## config.mk

```make
export PLATFORM = sky130hd
export DESIGN_NAME = pulse_counter_frequency_gate
export DESIGN_NICKNAME = d
export VERILOG_FILES = /design/src/design/pcfg_pkg.sv /design/src/design/pcfg_ctrl.sv /design/src/design/pcfg_dp.sv /design/src/design/pulse_counter_frequency_gate.sv
export SDC_FILE = /design/constraint.sdc
export NUM_CORES = 2
export LEC_CHECK = 0
export ABC_AREA = 1
export BUFFER_PORTS_ARGS = -buffer_cell sky130_fd_sc_hd__buf_2
export CAP_MARGIN = 20
export CORE_MARGIN = 5
export CORE_UTILIZATION = 62
export DETAILED_ROUTE_END_ITERATION = 6
export GPL_TIMING_DRIVEN = 0
export PLACE_DENSITY = 0.9
export SLEW_MARGIN = 20
export SYNTH_ARGS = -nofsm -noshare
export SYNTH_HDL_FRONTEND = slang
export SYNTH_HIERARCHICAL = 1
export SYNTH_SLANG_ARGS = --single-unit
```

## constraint.sdc

```tcl
create_clock -name clk -period 3.1 [get_ports clk]
set_input_delay 0.155 -clock clk [delete_from_list [all_inputs] [get_ports clk]]
set_output_delay 0.155 -clock clk [all_outputs]
set_load 0.005 [all_outputs]
```

## src/design/pcfg_pkg.sv

```systemverilog
`timescale 1ns / 1ps
// ----------------------------------------------------------------------------
// pcfg_pkg
// Shared constants and controller/datapath interface types for the
// multichannel pulse counter with frequency gate.
// ----------------------------------------------------------------------------
package pcfg_pkg;

	// Field widths fixed by the interface
	localparam int OP_W    = 2;
	localparam int MASK_W  = 16;
	localparam int IDX_W   = 4;
	localparam int KIND_W  = 2;
	localparam int VALUE_W = 32;
	localparam int GCNT_W  = 16;
	localparam int TIMER_W = 16;

	// Defaults for the top-level parameters
	localparam int CHANNELS_DEF         = 16;
	localparam int CLEARED_CHANNELS_DEF = 14;

	// Most gate results one close reports, and the channels a 4-bit index reaches
	localparam int MAX_RESULTS = 16;
	localparam int CHAN_LIMIT  = 16;

	// Gate length after reset
	localparam logic [TIMER_W-1:0] GATE_TICKS_RST = 16'd1000;

	// Operation codes
	localparam logic [OP_W-1:0] OP_EDGE = 2'd0;
	localparam logic [OP_W-1:0] OP_TICK = 2'd1;
	localparam logic [OP_W-1:0] OP_READ = 2'd2;

	// Result kinds
	localparam logic [KIND_W-1:0] KIND_EDGE  = 2'd0;
	localparam logic [KIND_W-1:0] KIND_TICK  = 2'd1;
	localparam logic [KIND_W-1:0] KIND_GATE  = 2'd2;
	localparam logic [KIND_W-1:0] KIND_TOTAL = 2'd3;

	// Commands from controller to datapath
	typedef struct packed {
		logic             take;        // input transfer this cycle
		logic             emit_gate;   // load one gate result
		logic             gate_last;   // that result closes the sequence
		logic             clear_gate;  // clear the low gate counts
		logic [IDX_W-1:0] gate_idx;    // channel of the gate result
	} cmd_t;

	// Status from datapath to controller
	typedef struct packed {
		logic out_valid;   // result register occupied
		logic gate_match;  // next tick closes the gate
	} stat_t;

endpackage

```

## src/design/pcfg_ctrl.sv

```systemverilog
`timescale 1ns / 1ps
// ----------------------------------------------------------------------------
// pcfg_ctrl
// Controller: takes input items and sequences the gate-close results,
// one channel per free slot of the result register.
// ----------------------------------------------------------------------------
module pcfg_ctrl import pcfg_pkg::*; #(
	parameter int CHANNELS = CHANNELS_DEF
) (
	input  logic            clk,
	input  logic            arst_n,
	input  logic            in_valid,
	output logic            in_ready,
	input  logic [OP_W-1:0] operation,
	input  logic            out_ready,
	input  stat_t           stat,
	output cmd_t            cmd
);

	localparam int NRES = (CHANNELS < MAX_RESULTS) ? CHANNELS : MAX_RESULTS;
	localparam logic [IDX_W-1:0] LAST_IDX = IDX_W'(NRES - 1);

	typedef enum logic [1:0] {
		ST_IDLE = 2'b01,
		ST_GATE = 2'b10
	} state_t;

	state_t           state_q;
	logic [IDX_W-1:0] idx_q;
	logic             out_free;
	logic             go_gate;

	// Result register can take a new result this cycle
	assign out_free = !stat.out_valid || out_ready;
	assign in_ready = (state_q == ST_IDLE) && out_free;

	// Build commands
	always_comb begin
		cmd            = '0;
		cmd.take       = in_valid && in_ready;
		cmd.gate_idx   = idx_q;
		cmd.emit_gate  = (state_q == ST_GATE) && out_free;
		cmd.gate_last  = (idx_q == LAST_IDX);
		cmd.clear_gate = cmd.emit_gate && cmd.gate_last;
	end

	assign go_gate = cmd.take && (operation == OP_TICK) && stat.gate_match;

	// Advance state and gate index
	always_ff @(posedge clk or negedge arst_n) begin
		if (!arst_n) begin
			state_q <= ST_IDLE;
			idx_q   <= '0;
		end else begin
			case (state_q)
				ST_IDLE: begin
					if (go_gate) begin
						state_q <= ST_GATE;
						idx_q   <= '0;
					end
				end
				ST_GATE: begin
					if (cmd.emit_gate) begin
						if (cmd.gate_last) begin
							state_q <= ST_IDLE;
						end else begin
							idx_q <= idx_q + 1'b1;
						end
					end
				end
				default: begin
					state_q <= ST_IDLE;
				end
			endcase
		end
	end

	// No input transfer while gate results are going out
	a_no_take_in_gate: assert property (@(posedge clk) disable iff (!arst_n)
		(state_q == ST_GATE) |-> !cmd.take)
		else $error("input transfer during gate sequence");

	// Counts are cleared only with the final gate result
	a_clear_on_last: assert property (@(posedge clk) disable iff (!arst_n)
		cmd.clear_gate |-> (cmd.emit_gate && idx_q == LAST_IDX))
		else $error("gate counts cleared early");

	// Final gate result returns the controller to idle
	a_back_to_idle: assert property (@(posedge clk) disable iff (!arst_n)
		cmd.clear_gate |=> (state_q == ST_IDLE))
		else $error("controller stuck after gate sequence");

	// A gate close starts from channel zero
	a_gate_start: assert property (@(posedge clk) disable iff (!arst_n)
		go_gate |=> (state_q == ST_GATE && idx_q == '0))
		else $error("gate sequence not started at channel zero");

endmodule

```

## src/design/pcfg_dp.sv

```systemverilog
`timescale 1ns / 1ps
// ----------------------------------------------------------------------------
// pcfg_dp
// Datapath: per-channel totals and gate counts, gate timer, gate setting
// and the result register.
// ----------------------------------------------------------------------------
module pcfg_dp import pcfg_pkg::*; #(
	parameter int CHANNELS         = CHANNELS_DEF,
	parameter int CLEARED_CHANNELS = CLEARED_CHANNELS_DEF
) (
	input  logic               clk,
	input  logic               arst_n,
	input  logic               gate_ticks_we,
	input  logic [TIMER_W-1:0] gate_ticks_wdata,
	input  logic [OP_W-1:0]    operation,
	input  logic [MASK_W-1:0]  edge_mask,
	input  logic [IDX_W-1:0]   read_channel,
	input  logic               out_ready,
	input  cmd_t               cmd,
	output stat_t              stat,
	output logic               out_valid,
	output logic [KIND_W-1:0]  result_kind,
	output logic [IDX_W-1:0]   channel,
	output logic [VALUE_W-1:0] value,
	output logic               last
);

	localparam int NRES = (CHANNELS < MAX_RESULTS) ? CHANNELS : MAX_RESULTS;

	logic [VALUE_W-1:0]         total_q [CHANNELS];
	logic [GCNT_W-1:0]          gcount_q [CHANNELS];
	logic [TIMER_W-1:0]         timer_q;
	logic [TIMER_W-1:0]         gate_ticks_q;
	logic [TIMER_W-1:0]         timer_nxt;
	logic [CHANNELS+MASK_W-1:0] mask_ext;
	logic [VALUE_W-1:0]         rd_total;
	logic [GCNT_W-1:0]          rd_gcount;
	logic                       edge_take;
	logic                       tick_take;
	logic                       load;

	logic                       out_valid_q;
	logic [KIND_W-1:0]          kind_q;
	logic [IDX_W-1:0]           chan_q;
	logic [VALUE_W-1:0]         value_q;
	logic                       last_q;

	assign timer_nxt  = timer_q + 1'b1;
	assign mask_ext   = {{CHANNELS{1'b0}}, edge_mask};
	assign edge_take  = cmd.take && (operation == OP_EDGE);
	assign tick_take  = cmd.take && (operation == OP_TICK);

	assign stat.out_valid  = out_valid_q;
	assign stat.gate_match = (timer_nxt == gate_ticks_q);

	// Select the running total for a read; missing channels read zero
	always_comb begin
		rd_total = '0;
		for (int i = 0; i < CHANNELS; i++) begin
			if (i < CHAN_LIMIT && read_channel == IDX_W'(i)) begin
				rd_total = total_q[i];
			end
		end
	end

	// Select the gate count being reported
	always_comb begin
		rd_gcount = '0;
		for (int i = 0; i < NRES; i++) begin
			if (cmd.gate_idx == IDX_W'(i)) begin
				rd_gcount = gcount_q[i];
			end
		end
	end

	// Count edges per channel; clear the low gate counts after a close
	always_ff @(posedge clk or negedge arst_n) begin
		if (!arst_n) begin
			for (int i = 0; i < CHANNELS; i++) begin
				total_q[i]  <= '0;
				gcount_q[i] <= '0;
			end
		end else begin
			for (int i = 0; i < CHANNELS; i++) begin
				if (edge_take && mask_ext[i]) begin
					total_q[i]  <= total_q[i] + 1'b1;
					gcount_q[i] <= gcount_q[i] + 1'b1;
				end else if (cmd.clear_gate && i < CLEARED_CHANNELS) begin
					gcount_q[i] <= '0;
				end
			end
		end
	end

	// Advance gate timer and hold the gate setting
	always_ff @(posedge clk or negedge arst_n) begin
		if (!arst_n) begin
			timer_q      <= '0;
			gate_ticks_q <= GATE_TICKS_RST;
		end else begin
			if (gate_ticks_we) begin
				gate_ticks_q <= gate_ticks_wdata;
			end
			if (tick_take) begin
				timer_q <= stat.gate_match ? '0 : timer_nxt;
			end
		end
	end

	// Result register occupancy
	assign load = cmd.emit_gate
		|| (cmd.take && (operation == OP_EDGE || operation == OP_READ))
		|| (tick_take && !stat.gate_match);

	always_ff @(posedge clk or negedge arst_n) begin
		if (!arst_n) begin
			out_valid_q <= 1'b0;
		end else if (load) begin
			out_valid_q <= 1'b1;
		end else if (out_ready) begin
			out_valid_q <= 1'b0;
		end
	end

	// Result payload
	always_ff @(posedge clk) begin
		if (cmd.emit_gate) begin
			kind_q  <= KIND_GATE;
			chan_q  <= cmd.gate_idx;
			value_q <= {{(VALUE_W-GCNT_W){1'b0}}, rd_gcount};
			last_q  <= cmd.gate_last;
		end else if (cmd.take) begin
			case (operation)
				OP_EDGE: begin
					kind_q  <= KIND_EDGE;
					chan_q  <= '0;
					value_q <= '0;
					last_q  <= 1'b1;
				end
				OP_TICK: begin
					kind_q  <= KIND_TICK;
					chan_q  <= '0;
					value_q <= '0;
					last_q  <= 1'b1;
				end
				OP_READ: begin
					kind_q  <= KIND_TOTAL;
					chan_q  <= read_channel;
					value_q <= rd_total;
					last_q  <= 1'b1;
				end
				default: begin
					kind_q <= kind_q;
				end
			endcase
		end
	end

	assign out_valid   = out_valid_q;
	assign result_kind = kind_q;
	assign channel     = chan_q;
	assign value       = value_q;
	assign last        = last_q;

	// A closing tick leaves the timer at zero
	a_timer_clear: assert property (@(posedge clk) disable iff (!arst_n)
		(tick_take && stat.gate_match) |=> (timer_q == '0))
		else $error("gate timer not cleared on close");

	// Channel zero is among the cleared gate counts whenever CLEARED_CHANNELS is nonzero
	a_gcount_clear: assert property (@(posedge clk) disable iff (!arst_n)
		cmd.clear_gate |=> (gcount_q[0] == '0))
		else $error("gate count not cleared after close");

	// Gate results never overwrite a result still waiting
	a_no_overwrite: assert property (@(posedge clk) disable iff (!arst_n)
		(out_valid_q && !out_ready) |-> !load)
		else $error("result register overwritten");

endmodule

```

## src/design/pulse_counter_frequency_gate.sv

```systemverilog
`timescale 1ns / 1ps
// ----------------------------------------------------------------------------
// pulse_counter_frequency_gate
// Multichannel pulse counter with a frequency gate: edge items raise
// per-channel totals and gate counts, tick items run the gate timer and a
// gate close reports the gate counts of the first min(CHANNELS, 16) channels.
// ----------------------------------------------------------------------------
//  Channel   Handshake                Payload
//  input     in_valid / in_ready      operation, edge_mask, read_channel
//  result    out_valid / out_ready    result_kind, channel, value, last
//  config    gate_ticks_we            gate_ticks_wdata
//
//  An edge, plain tick or read item is accepted whenever the result register
//  is empty or being emptied in the same cycle.
//  A gate-closing tick emits min(CHANNELS, 16) results, one per cycle through
//  the single result register, and no input is accepted until the last goes.
//  Stalls on out_ready hold the result register and back-pressure the input.
//  Reset clears all counts, the timer and sets the gate to 1000 ticks at
//  once; there is no clearing pass.
// ----------------------------------------------------------------------------
module pulse_counter_frequency_gate import pcfg_pkg::*; #(
	parameter int CHANNELS         = CHANNELS_DEF,
	parameter int CLEARED_CHANNELS = CLEARED_CHANNELS_DEF
) (
	input  logic               clk,
	input  logic               arst_n,
	input  logic               gate_ticks_we,
	input  logic [TIMER_W-1:0] gate_ticks_wdata,
	input  logic               in_valid,
	output logic               in_ready,
	input  logic [OP_W-1:0]    operation,
	input  logic [MASK_W-1:0]  edge_mask,
	input  logic [IDX_W-1:0]   read_channel,
	output logic               out_valid,
	input  logic               out_ready,
	output logic [KIND_W-1:0]  result_kind,
	output logic [IDX_W-1:0]   channel,
	output logic [VALUE_W-1:0] value,
	output logic               last
);

	cmd_t  cmd;
	stat_t stat;

	// Controller
	pcfg_ctrl #(
		.CHANNELS (CHANNELS)
	) u_ctrl (
		.clk       (clk),
		.arst_n    (arst_n),
		.in_valid  (in_valid),
		.in_ready  (in_ready),
		.operation (operation),
		.out_ready (out_ready),
		.stat      (stat),
		.cmd       (cmd)
	);

	// Datapath
	pcfg_dp #(
		.CHANNELS         (CHANNELS),
		.CLEARED_CHANNELS (CLEARED_CHANNELS)
	) u_dp (
		.clk              (clk),
		.arst_n           (arst_n),
		.gate_ticks_we    (gate_ticks_we),
		.gate_ticks_wdata (gate_ticks_wdata),
		.operation        (operation),
		.edge_mask        (edge_mask),
		.read_channel     (read_channel),
		.out_ready        (out_ready),
		.cmd              (cmd),
		.stat             (stat),
		.out_valid        (out_valid),
		.result_kind      (result_kind),
		.channel          (channel),
		.value            (value),
		.last             (last)
	);

endmodule
```

==> impl_metrics.json <==
{
  "diodes": 0,
  "clock.fmax_ghz": 0.3124,
  "final_cell_mix": "nand2_1, inv_1, dfrtp_1",
  "nets": 6339,
  "row_count": 100,
  "drt_iter0_markers": 7710,
  "core_area_um2": 74320,
  "p_sw_mw": 8.052,
  "status": "finished with violations",
  "die_x_um": 283.7,
  "cp_max_fo": 7,
  "use_met2_pct": 52.35,
  "cts-htree-levels": 3,
  "hold_depth": 6,
  "worstHoldPathType": "in2reg",
  "endpoint_kind": "register",
  "r2r_end": "u_dp/total_q[122]$_DFFE_PN0P_",
  "grt_pass1_vias": 42623,
  "ys_types": 53,
  "routed_wirelength_um": 144700,
  "overflow": 0,
  "area_delta_synth_final_pct": 14.35,
  "firstDrtPassIters": 7,
  "crit_arrival_ps": 3770,
  "cts_tree": "built",
  "worst-endpoint-required_ps": 3670,
  "ant_nets": 0,
  "n_fill_cell": 5039,
  "period_needed_ps": 3201,
  "worst_slack_ps": -101.2,
  "port-buffer-count": 82,
  "design_area_um2": 53100,
  "worstHoldEndpoint": "u_dp/gcount_q[3]$_DFFE_PN0P_",
  "use_met1_pct": 45.00,
  "power_leakage_nw": 26.10,
  "initial_core_util_pct": 62.48,
  "die_area_um2": 80470,
  "synth_fp_nets": 6061,
  "clk_path_buf_depth": 3,
  "worstHoldStart": "edge_mask[15]",
  "hold_viol_final": 0,
  "antenna_found_initial": 2,
  "ff_latch_area_um2": 21200,
  "path_class": "reg2reg",
  "busiest_layer": "met2",
  "synth_area_leader_cell": "dfrtp_1",
  "p_total_mw": 27.73,
  "avgViaCountPerCell": 6.155,
  "violations": "DRC, setup timing",
  "async_reset_ff_share_pct": 95.39,
  "power.internal_mw": 19.68,
  "die_h_um": 283.7,
  "synthCells": 5980,
  "dp_hpwl_um": 98060,
  "wl_per_cell_um": 19.80,
  "numCtsBuffers": 91,
  "rsz0062_at_grt": "true",
  "p_per_area_nw_per_um2": 522.2,
  "p_clk_share_pct": 40.1,
  "route.detailed.drc": 1,
  "finalClockSkew_ps": 20.21,
  "synth_edf_count": 21,
  "reg2reg_slack_ps": -100,
  "ctsRootBufferMaster": "clkbuf_16",
  "relSlewSlack_pct": 32.09,
  "clkSinkCount": 846,
  "ir_drop_mv": 0.4677,
  "r2r_cells": 19,
  "netSwitchingFraction_pct": 29.04,
  "drv_cap": 0,
  "seqPwrFrac_pct": 47.6,
  "period_share_pct": 103.3,
  "synthTopCellsByArea": "dfrtp_1, nand2_1, xor2_1",
  "worstMarginPinSlew_ps": 1019,
  "grt_max_degree": 131,
  "grt_use_met3_pct": 6.514,
  "avgSynthCellArea_um2": 7.765,
  "ys_warn_count": 6,
  "clkLatencyLatePin_ps": 660,
  "setup_viol": 10,
  "via_count": 44959,
  "io_pins": 84,
  "reg2reg_from": "u_ctrl/state_q[0]$_DFFE_PN1P_",
  "ys_seq_elements": 846,
  "layout-drive-gt1-share_pct": 9.187,
  "synth_top_cell_area_share_pct": 43.11,
  "dpl_cell_area_um2": 48270,
  "multi_input_area_um2": 22540,
  "synth_ff_type": "dfrtp_1",
  "crit_path_start_kind": "register",
  "final_common_cell": "nand2_1",
  "seq_area_frac_synth_pct": 45.64,
  "path_clk_slew_ps": 60,
  "comb_power_share_pct": 12.3,
  "routabilityCongestion": 1.005,
  "track_usage_pct": 33.70,
  "slew_viol_final": 0,
  "grt_pass1_wl_um": 221900,
  "syn-cell-area_um2": 46440
}
==> cell type report <==
| type | instances | area share, % |
|---|---|---|
| buffer | 115 | 0.9095 |
| clock buffer | 144 | 5.200 |
| clock inverter | 26 | 0.5184 |
| inverter | 829 | 5.943 |
| multi-input combinational | 4188 | 42.45 |
| sequential | 846 | 39.92 |
| tap | 969 | 2.283 |
| timing repair buffer | 187 | 2.780 |
==> sequential cells by signal, indices dropped and copies added, names as in the netlist <==
register,count
u_dp/timer_q,16
u_dp/out_valid,1
u_dp/value,32
u_dp/gcount_q,256
u_dp/gate_ticks_q,16
u_ctrl/idx_q,4
u_dp/channel,4
u_dp/last,1
u_ctrl/state_q,2
u_dp/total_q,512
u_dp/result_kind,2
==> kinds of logic (layout without fill, tap and decap cells) <==
group           Yosys count  count (layout)  synth area share, %
compound gates          506             506                5.815
mux                      24              24               0.5362
buf+inv                 946            1301                7.712
xor+xnor                532             532                10.03
simple gates           3088            3088                29.24
flops                   846             846                45.64
fa+ha+maj                38              38                1.024
==> routing by layer <==
| layer | wire [um] | vias to the layer above |
|---|---|---|
| met4 | 9818 | 2 |
| met1 | 53200 | 21139 |
| li1 | - | 19789 |
| met5 | 8 | - |
| met3 | 16690 | 769 |
| met2 | 64940 | 3260 |
==> synthesized netlist by cell type, types with 68 or more instances <==
| master | instances |
|---|---|
| inv_1 | 811 |
| nor3_1 | 201 |
| o21ai_0 | 212 |
| nand3_1 | 412 |
| nand2_1 | 1484 |
| xor2_1 | 422 |
| dfrtp_1 | 800 |
| a21oi_1 | 217 |
| nand4_1 | 220 |
| clkbuf_1 | 104 |
| nor4_1 | 68 |
| xnor2_1 | 110 |
| nor2_1 | 586 |
==> worst max-delay path, stage by stage (launching register included) <==
cell and delay, ps:
dfstp_2 560, nand2_4 80, nor2_4 150, nand2_2 100, inv_4 100, nand2_8 130, clkinv_8 130, buf_12 160
buf_12 130, nand2_8 70, clkinv_8 70, nand4_1 190, nor2_2 260, nand3_4 150, nor2_4 150, nand2_2 80
inv_2 80, nand3_1 130, nor2_1 200, xor2_1 190
==> through the flow <==
| step | hold WS, ps | TNS, ps | std cells | utilization [%] | worst slack (ps) |
|---|---|---|---|---|---|
| global placement | 360.4 | - | 7031 | 64.66 | -15460 |
| floorplan | -140.6 | 0 | 5980 | - | 380.9 |
| detailed placement | 267.2 | -78510 | 7038 | 64.94 | -765.7 |
| finish | 11.91 | -446.6 | 7304 | 71.45 | -101.2 |
| global route | 15.35 | -7075 | 7304 | 71.45 | -212.7 |
| CTS | 1.625 | -26.51 | 7262 | 70.26 | -10.00 |
==> power by group through the flow <==
stage / registers [mW] / logic [mW] / clock network (mW)
floorplan: 13.0 / 1.99 / 0
global placement: 13.2 / 2.86 / 0
detailed placement: 13.3 / 3.06 / 0
CTS: 13.1 / 3.23 / 11.1
global route: 13.3 / 3.77 / 11.6
finish: 13.2 / 3.42 / 11.1
==> worst max path at each step <==
stage	slack (ps)	end	from
2_1_floorplan	380	u_dp/total_q[444]$_DFFE_PN0P_	u_ctrl/state_q[0]$_DFFE_PN1P_
3_3_place_gp	-15460	u_dp/total_q[155]$_DFFE_PN0P_	arst_n
5_1_grt	-210	u_dp/total_q[122]$_DFFE_PN0P_	u_ctrl/state_q[0]$_DFFE_PN1P_
3_5_place_dp	-770	u_dp/value[29]$_SDFFE_PP0P_	read_channel[0]
4_1_cts	-10	u_dp/total_q[27]$_DFFE_PN0P_	u_ctrl/state_q[0]$_DFFE_PN1P_
6_report	-100	u_dp/total_q[122]$_DFFE_PN0P_	u_ctrl/state_q[0]$_DFFE_PN1P_
==> repair_timing <==
item,4_1_cts,5_1_grt
hold buffers,35,1
cloned,1,0
gates resized for setup,90,144
buffers inserted,18,43
hold endpoints to repair,165,1
endpoints found under the setup margin,399,232
pin swaps,17,45
Power figures use the tool's default switching activity.
